--- src/rtl/lc32_pkg.sv ---
// Package with the record layout, login type codes and CRC-32 matrix constants.
package lc32_pkg;

    localparam int MSG_BYTES   = 18;
    localparam int SHORT_BYTES = 14;
    localparam int MSG_BITS    = 8 * MSG_BYTES;
    localparam int CRC_W       = 32;

    localparam logic [CRC_W-1:0] CRC_POLY   = 32'hEDB88320;
    localparam logic [CRC_W-1:0] CRC_INIT   = 32'hFFFFFFFF;
    localparam logic [CRC_W-1:0] FIXED_TAIL = 32'h3F57FE9B;

    localparam logic [1:0] LOGIN_REGISTER = 2'd1;
    localparam logic [1:0] LOGIN_NORMAL   = 2'd2;

    typedef logic [MSG_BITS-1:0] msg_t;
    typedef logic [CRC_W-1:0]    crc_t;
    typedef crc_t                col_array_t [MSG_BITS];

    typedef struct packed {
        logic valid;
        logic short_rec;
    } stage_ctrl_t;

    // Bytewise reflected CRC over the first nbytes of msg, first byte at the top.
    function automatic crc_t crc_bits(crc_t init, msg_t msg, int nbytes);
        crc_t       crc;
        logic [7:0] data_byte;
        crc = init;
        for (int j = 0; j < nbytes; j++) begin
            data_byte = msg[MSG_BITS-1-8*j -: 8];
            crc = crc ^ {24'd0, data_byte};
            for (int k = 0; k < 8; k++) begin
                crc = crc[0] ? ((crc >> 1) ^ CRC_POLY) : (crc >> 1);
            end
        end
        return crc;
    endfunction

    // Contribution of each single message bit to the CRC register, zero preset.
    function automatic col_array_t crc_columns(int nbytes);
        col_array_t cols;
        msg_t       one_hot;
        for (int k = 0; k < MSG_BITS; k++) begin
            one_hot    = '0;
            one_hot[k] = 1'b1;
            if (k < MSG_BITS - 8 * nbytes) begin
                cols[k] = '0;
            end else begin
                cols[k] = crc_bits('0, one_hot, nbytes);
            end
        end
        return cols;
    endfunction

    localparam col_array_t COLS_LONG  = crc_columns(MSG_BYTES);
    localparam col_array_t COLS_SHORT = crc_columns(SHORT_BYTES);
    localparam crc_t BASE_LONG  = crc_bits(CRC_INIT, '0, MSG_BYTES) ^ CRC_INIT;
    localparam crc_t BASE_SHORT = crc_bits(CRC_INIT, '0, SHORT_BYTES) ^ CRC_INIT;

endpackage

--- src/rtl/lc32_in_stage.sv ---
// Input register stage that serializes a login record into its byte stream.
module lc32_in_stage (
    input  logic                 aclk,
    input  logic                 aresetn,
    input  logic                 s_valid,
    output logic                 s_ready,
    input  logic [31:0]          s_code_bytes,
    input  logic [31:0]          s_account_id,
    input  logic [47:0]          s_mac_address,
    input  logic [31:0]          s_lan_ip,
    input  logic [1:0]           s_login_type,
    input  logic                 adv_ready,
    output lc32_pkg::msg_t       msg_reg,
    output lc32_pkg::stage_ctrl_t ctrl_reg
);
    import lc32_pkg::*;

    msg_t             msg_next;
    logic [CRC_W-1:0] tail;
    logic             short_next;

    assign s_ready = !ctrl_reg.valid || adv_ready;

    always_comb begin
        tail       = (s_login_type == LOGIN_NORMAL) ? ~s_lan_ip : FIXED_TAIL;
        msg_next   = {s_code_bytes, s_account_id, s_mac_address, tail};
        short_next = (s_login_type == LOGIN_REGISTER);
    end

    always_ff @(posedge aclk) begin
        if (!aresetn) begin
            ctrl_reg <= '0;
        end else begin
            if (s_ready) begin
                ctrl_reg.valid <= s_valid;
            end
            if (s_valid && s_ready) begin
                ctrl_reg.short_rec <= short_next;
            end
        end
    end

    always_ff @(posedge aclk) begin
        if (s_valid && s_ready) begin
            msg_reg <= msg_next;
        end
    end

endmodule

--- src/rtl/lc32_crc_core.sv ---
// Parallel CRC-32 XOR network over a 14-byte or 18-byte record.
module lc32_crc_core (
    input  lc32_pkg::msg_t msg,
    input  logic           short_rec,
    output lc32_pkg::crc_t crc
);
    import lc32_pkg::*;

    always_comb begin
        crc_t acc_long;
        crc_t acc_short;
        acc_long  = BASE_LONG;
        acc_short = BASE_SHORT;
        for (int k = 0; k < MSG_BITS; k++) begin
            if (msg[k]) begin
                acc_long  = acc_long ^ COLS_LONG[k];
                acc_short = acc_short ^ COLS_SHORT[k];
            end
        end
        crc = short_rec ? acc_short : acc_long;
    end

endmodule

--- src/rtl/login_record_crc32.sv ---
// Login record CRC-32 top level: returns the reflected CRC-32 of one login record per
// transaction. A record is accepted every cycle unless the output stalls; it passes
// through the input register, where the record is laid out as its 14-byte or
// 18-byte stream, and then through the parallel XOR network of the 144 message bits into
// the result register. While a result waits for m_ready, the input register still takes
// one more record, and s_ready drops once both registers hold a record.
module login_record_crc32 (
    input  logic        aclk,
    input  logic        aresetn,
    input  logic        s_valid,
    output logic        s_ready,
    input  logic [31:0] s_code_bytes,
    input  logic [31:0] s_account_id,
    input  logic [47:0] s_mac_address,
    input  logic [31:0] s_lan_ip,
    input  logic [1:0]  s_login_type,
    output logic        m_valid,
    input  logic        m_ready,
    output logic [31:0] m_crc_value
);
    import lc32_pkg::*;

    msg_t        stage_msg;
    stage_ctrl_t stage_ctrl;
    logic        adv_ready;
    crc_t        crc_next;
    crc_t        crc_reg;
    logic        m_valid_reg;

    assign adv_ready   = !m_valid_reg || m_ready;
    assign m_valid     = m_valid_reg;
    assign m_crc_value = crc_reg;

    lc32_in_stage u_in_stage (
        .aclk          (aclk),
        .aresetn       (aresetn),
        .s_valid       (s_valid),
        .s_ready       (s_ready),
        .s_code_bytes  (s_code_bytes),
        .s_account_id  (s_account_id),
        .s_mac_address (s_mac_address),
        .s_lan_ip      (s_lan_ip),
        .s_login_type  (s_login_type),
        .adv_ready     (adv_ready),
        .msg_reg       (stage_msg),
        .ctrl_reg      (stage_ctrl)
    );

    lc32_crc_core u_crc_core (
        .msg       (stage_msg),
        .short_rec (stage_ctrl.short_rec),
        .crc       (crc_next)
    );

    always_ff @(posedge aclk) begin
        if (!aresetn) begin
            m_valid_reg <= 1'b0;
        end else if (adv_ready) begin
            m_valid_reg <= stage_ctrl.valid;
        end
    end

    always_ff @(posedge aclk) begin
        if (adv_ready && stage_ctrl.valid) begin
            crc_reg <= crc_next;
        end
    end

endmodule

--- config.mk ---
export PLATFORM = sky130hd
export DESIGN_NAME = login_record_crc32
export DESIGN_NICKNAME = d
export VERILOG_FILES = /design/src/rtl/lc32_pkg.sv /design/src/rtl/lc32_in_stage.sv /design/src/rtl/lc32_crc_core.sv /design/src/rtl/login_record_crc32.sv
export SDC_FILE = /design/constraint.sdc
export NUM_CORES = 2
export LEC_CHECK = 0
export BUFFER_PORTS_ARGS = -buffer_cell sky130_fd_sc_hd__buf_2
export CAP_MARGIN = 20
export CORE_MARGIN = 10
export CORE_UTILIZATION = 63
export DETAILED_ROUTE_END_ITERATION = 10
export GPL_TIMING_DRIVEN = 0
export PLACE_DENSITY = 0.89
export SYNTH_ARGS = -nofsm -noshare
export SYNTH_HDL_FRONTEND = slang
export SYNTH_SLANG_ARGS = --single-unit
--- constraint.sdc ---
create_clock -name aclk -period 6.5 [get_ports aclk]
set_clock_uncertainty 0.15 [all_clocks]
set_input_delay 0.65 -clock aclk [delete_from_list [all_inputs] [get_ports aclk]]
set_output_delay 0.65 -clock aclk [all_outputs]
set_load 0.02 [all_outputs]
Word level (Yosys, flattened, before mapping)
Index checks and enable logic that the tools add are counted.

Register bits after elaboration: 179. Word-level logic and storage cells: 526.

Equal/unequal tests: 2. Multiplexer cells: 257. Bitwise operators: 255. Reduce and logical (&&, ||, !) cells: 6.

Operators by type and width (count): 2-to-1 mux 32 bit (124); 2-to-1 mux 31 bit (57); 2-to-1 mux 30 bit (27); inverter 16 bit (44); inverter 15 bit (44); inverter 13 bit (46); 2-to-1 mux 29 bit (19); inverter 18 bit (21); inverter 14 bit (26); 2-to-1 mux 28 bit (11); inverter 17 bit (18); 2-to-1 mux 27 bit (11); inverter 20 bit (12); inverter 19 bit (11); inverter 12 bit (16); 2-to-1 mux 26 bit (6); inverter 22 bit (4); inverter 21 bit (4); 2-to-1 mux 25 bit (2); inverter 11 bit (4); inverter 32 bit (1); inverter 23 bit (1); inverter 10 bit (2); inverter 14 -> 15 bit (1); other kinds (5) (8).

Logic depth before layout (Yosys ltp)
Depth after elaboration: 288. Mapped depth: 10. Gate-level depth less buffers: 8.

Hierarchy
Synthesis repeated with hierarchy kept, for this count alone.

Cells, all modules: 2247. Area total of the unflattened synthesis: 24654.9 um2.

Modules (own cells, without submodules): lc32_crc_core (times used 1, cells an instance 2020, area an instance 19057.0 um2, seq. area each 0.0 um2); lc32_in_stage (times used 1, cells an instance 190, area an instance 4579.4 um2, seq. area each 4364.2 um2); login_record_crc32 (times used 1, cells an instance 37, area an instance 1018.5 um2, seq. area each 980.9 um2).

Worst setup path after synthesis
Ideal clock, no wire load.

Path kind: input-to-reg. Start point: in m_ready. End point: reg, netlist name u_in_stage.ctrl_reg[0]. Setup time: 0.129 ns. Data arrival time: 4.749 ns. Path slack: 1.472 ns. Stages: 5. Path through: nor2b_1 nand2_1 and2_1 mux2i_1 nor2b_1.

Word-level cells in the longest chain between the ends: 3.

Ends and longest elaborated chain: start, declared (RTL line login_record_crc32.sv:18) `input logic m_ready,`; logical OR 1 bit (RTL line login_record_crc32.sv:30) `assign adv_ready = !m_valid_reg || m_ready;`; logical OR 1 bit (RTL line lc32_in_stage.sv:22) `assign s_ready = !ctrl_reg.valid || adv_ready;`; named net s_ready (RTL line login_record_crc32.sv:11) `output logic s_ready,`; logical AND 1 bit (RTL line lc32_in_stage.sv:37) `if (s_valid && s_ready) begin`.

The timed path passes the listed nets, and every way through them passes these cells. A chain may end at the register's enable or synchronous reset.

Worst setup path in the final report
Start point: reg u_in_stage.msg_reg[83]. End point: reg crc_reg[29], in the netlist m_crc_value[29], data pin.

Word-level cells in the longest chain between the ends: 79. Elaborated cells between the ends (all ways): 157.

Ends and longest elaborated chain: start, declared (RTL line lc32_in_stage.sv:13) `output lc32_pkg::msg_t msg_reg,`; start signal, assigned (RTL line lc32_in_stage.sv:45) `msg_reg <= msg_next;`; 2-to-1 mux 30 bit or 2-to-1 mux 32 bit (tied branches) (RTL line lc32_crc_core.sv:15) `if (msg[k]) begin`; inverter 20 bit (no line) or inverter 19 bit (tied branches); 2-to-1 mux 31 bit or 2-to-1 mux 32 bit (tied branches) (RTL line lc32_crc_core.sv:15); 2-to-1 mux 32 bit (RTL line lc32_crc_core.sv:15); 2-to-1 mux 31 bit or 2-to-1 mux 32 bit (tied branches) (RTL line lc32_crc_core.sv:15); 2-to-1 mux 32 bit or inverter 20 bit (tied branches); 2-to-1 mux 32 bit or 2-to-1 mux 31 bit (tied branches) (RTL line lc32_crc_core.sv:15); 2-to-1 mux 31 bit or 2-to-1 mux 32 bit (tied branches) (RTL line lc32_crc_core.sv:15); [... 64 more ...]; 2-to-1 mux 30 bit (RTL line lc32_crc_core.sv:15); inverter 16 bit (no line) or 2-to-1 mux 31 bit (tied branches); 2-to-1 mux 31 bit or inverter 14 bit (tied branches); 2-to-1 mux 32 bit (RTL line lc32_crc_core.sv:15); 2-to-1 mux 31 bit or inverter 17 bit (tied branches); 2-to-1 mux 32 bit (RTL line lc32_crc_core.sv:15); 2-to-1 mux 32 bit * (RTL line lc32_crc_core.sv:20) `crc = short_rec ? acc_short : acc_long;`; named net crc_next[29] (RTL line login_record_crc32.sv:26) `crc_t crc_next;`; end signal, assigned (RTL line login_record_crc32.sv:65) `crc_reg <= crc_next;`; end, declared (RTL line login_record_crc32.sv:27) `crc_t crc_reg;`.

Mark *: on every way through the listed nets, which the timed path passes. The rest lies on a longest branch.

==> results.yml <==
setup_path:
  cp_cell_sequence: "buf_4 > xor2_2 > xnor2_1 > xnor2_1 > xor2_1 > xnor2_1 > xnor2_1 > xnor2_1 > mux2i_1"
  crit_slowest_cell: "xnor2_1"
  path_class: "flop to flop"
  critPathTopFamily: "XOR/XNOR gates"
  rrSetupSlack_ns: 1.77
  path_buf_inv: 1
  critPathRequiredTime_ns: 6.57
  start_kind: "flop"
  cp_max_fo: 10
  cp-end-kind: "flop"
  slowest_delay_ns: 0.98
  crit_arrival_ns: 4.80
  cp_common_cell: "xnor2_1"
sta:
  post-route-min-period_ns: 4.73
  fmax_mhz: 211
  worst_slew_pin_slew_ns: 1.37
  finalHoldViolCount: 0
  slew_headroom_pct: 8.25
  timing.final.crit_share_pct: 72.7
  setup_viol: 0
  maxSlewViolCount: 0
  rsz0062_at_grt: "no"
  setup_tns_ns: 0
  hold_ws_ns: 0.163
synthesis:
  yosysTopAreaCellShare_pct: 46.7
  synthTopCellsByCount: "1,338 x xnor2_1, 311 x xor2_1, 176 x edfxtp_1, 88 x xnor3_1"
  yosys_warnings: 0
  syn_avg_cell_area_um2: 11.2
  synth_top_area_cell: "xnor2_1"
  synth_edf_count: 176
  synth_most_common_cell: "xnor2_1"
  ys_top_cells_by_area: "xnor2_1 47%, edfxtp_1 21%, xor2_1 11%"
  ys_async_sr_fraction_pct: 0
  syn_inst: 2251
  syn_area_um2: 25100
  yosysUniqueCellTypes: 28
  synth_seq_cells: 179
  synth_ff_type: "edfxtp_1"
  synth-seq-area-share_pct: 21.3
  syn-num-nets: 2401
run:
  cap_violations: 0
detailed_routing:
  wl_mm: 123
  ant_nets: 0
  vias: 20813
  met3_length_mm: 25.3
  vias_per_cell: 6.91
  drt_iter0_drc: 5092
  top_layer_used: "met5"
  wire_per_inst_um: 40.8
  wl_met2_mm: 44.3
  wl_met1_mm: 37.5
  drt_first_pass_iters: 11
  drc: 607
final_layout:
  largest_reg_flops: 144
  drive_gt1_share_pct: 18.8
  area_growth_pct: 9.58
  final_nets: 2624
  n_antenna_cell: 0
  num-fill-cells: 2992
  final_core_util_pct: 69.6
  final_cells: 3012
global_routing:
  antenna_found_initial: 0
  grt_pass1_wl_mm: 161
  grt_max_degree: 76
  overflow: 0
  grt_pass1_vias: 19835
  grt_usage_pct: 50.6
floorplanning:
  start_util_pct: 63.5
  top_level_ports: 184
  dieArea_um2: 48200
  die_y_um: 220
  coreArea_um2: 39500
  rows: 73
  die_w_um: 220
placement:
  hpwl_mm: 87.1
  placed_cells_incl_taps: 2963
  io_buffers: 183
  routabilityCongestion: 1.48
power_and_ir_drop:
  power_mw: 13.7
  leakagePower_nw: 9.86
  powerDensity_nw_per_um2: 496
  ir_drop_uv: 260
run_status:
  violations: "design-rule violations"
  outcome: "finished with violations"
clocking:
  numCtsBuffers: 17
  cts.hold.buffers_added: 0
  clk_pin_slew_worst_paths_ns: 0.08
  clk_path_buf_depth: 2
  cts_resized: 0
  cts_tree: "yes"
  cts_post_setup_buffers_inserted: 0
  htreeDepth: 4
  clock_latency_ns: 0.51
  cts.sinks: 179
  root_buffer: "clkbuf_16"
min_path:
  hp-class: "primary input to flop"
## final timing paths
kind / startpoint / to / cells past startpoint
max: u_in_stage.msg_reg[83]$_DFFE_PP_ / m_crc_value[29]$_DFFE_PP_ / 9
max reg2reg: u_in_stage.msg_reg[83]$_DFFE_PP_ / m_crc_value[29]$_DFFE_PP_ / 9
min: s_mac_address[10] / u_in_stage.msg_reg[42]$_DFFE_PP_ / 1
min reg2reg: u_in_stage.ctrl_reg[1]$_SDFFE_PN0N_ / m_valid$_SDFFE_PN0P_ / 1
## power breakdown
part / internal [mW] / total, mW / switching (mW)
combinational: 4.48 / 10.9 / 6.41
clock: 0.513 / 1.05 / 0.539
sequential: 1.66 / 1.71 / 0.0487
total: 6.65 / 13.7 / 7.00
## cell families after synthesis
logic type / Yosys count / synth area share (%)
buffers and inverters: 151 / 3.75
AOI/OAI and AO/OA: 10 / 0.209
xor gates and xnor gates: 1837 / 72.9
DFF: 179 / 21.3
and+or+nand+nor: 49 / 0.812
muxes: 25 / 1.00
## layer usage
| metal | global-route usage (%) | vias to the layer above |
|---|---|---|
| met1 | 50.5 | 9753 |
| met5 | 21.9 | - |
| met2 | 63.0 | 2571 |
| met3 | 41.5 | 1053 |
| li1 | - | 7406 |
| met4 | 44.2 | 30 |
## cells in the final DEF, fill, tap and decap left out, types with 2 or more instances in the layout
master     Yosys  layout
buf_16         0       2
inv_1          2       2
xnor3_2        2       2
buf_6          7       9
edfxtp_1     176     176
a21oi_1        3       3
xnor2_4       14      14
clkbuf_16      0      17
xor2_4         6       6
xor2_2        19      19
xnor3_1       88      88
xnor2_2       56      58
o21ai_1        5       5
xor3_1         3       3
mux2i_1       24      24
inv_8          0       3
buf_2         61     244
nor2_1        11      11
clkinv_8       0       4
clkinv_4       0       3
nand2_1       30      30
inv_6          0       3
dfxtp_1        3       3
buf_4         61      76
nor2b_1        6       5
xnor2_1     1338    1336
xor2_1       311     311
clkbuf_1      19      20
## cell type report
class | count | area, um2 | share of cell area [%]
buffer | 149 | 933 | 3.39
clock buffer | 18 | 429 | 1.56
clock inverter | 14 | 159 | 0.578
inverter | 2 | 7.51 | 0.0273
multi-input combinational | 1921 | 18800 | 68.5
sequential | 179 | 5350 | 19.4
tap | 525 | 657 | 2.39
timing repair buffer | 204 | 1130 | 4.12
## stage by stage
| stage | cell area, um2 | worst slack [ns] |
|---|---|---|
| final | 27500 | 1.77 |
| after global routing | 27500 | 2.08 |
| after CTS | 27300 | 2.54 |
| after detailed placement | 26800 | 2.56 |
| after global placement | 26700 | 0.0505 |
| after floorplan | 25100 | 1.47 |
## worst reg2reg max path, delay by kind of cell, from the launching register on
kind	cells	cell delay (ns)
muxes	1	0.12
DFF	1	0.38
xor gates and xnor gates	7	3.32
buffers and inverters	1	0.47
(Power assumes the default switching activity.)
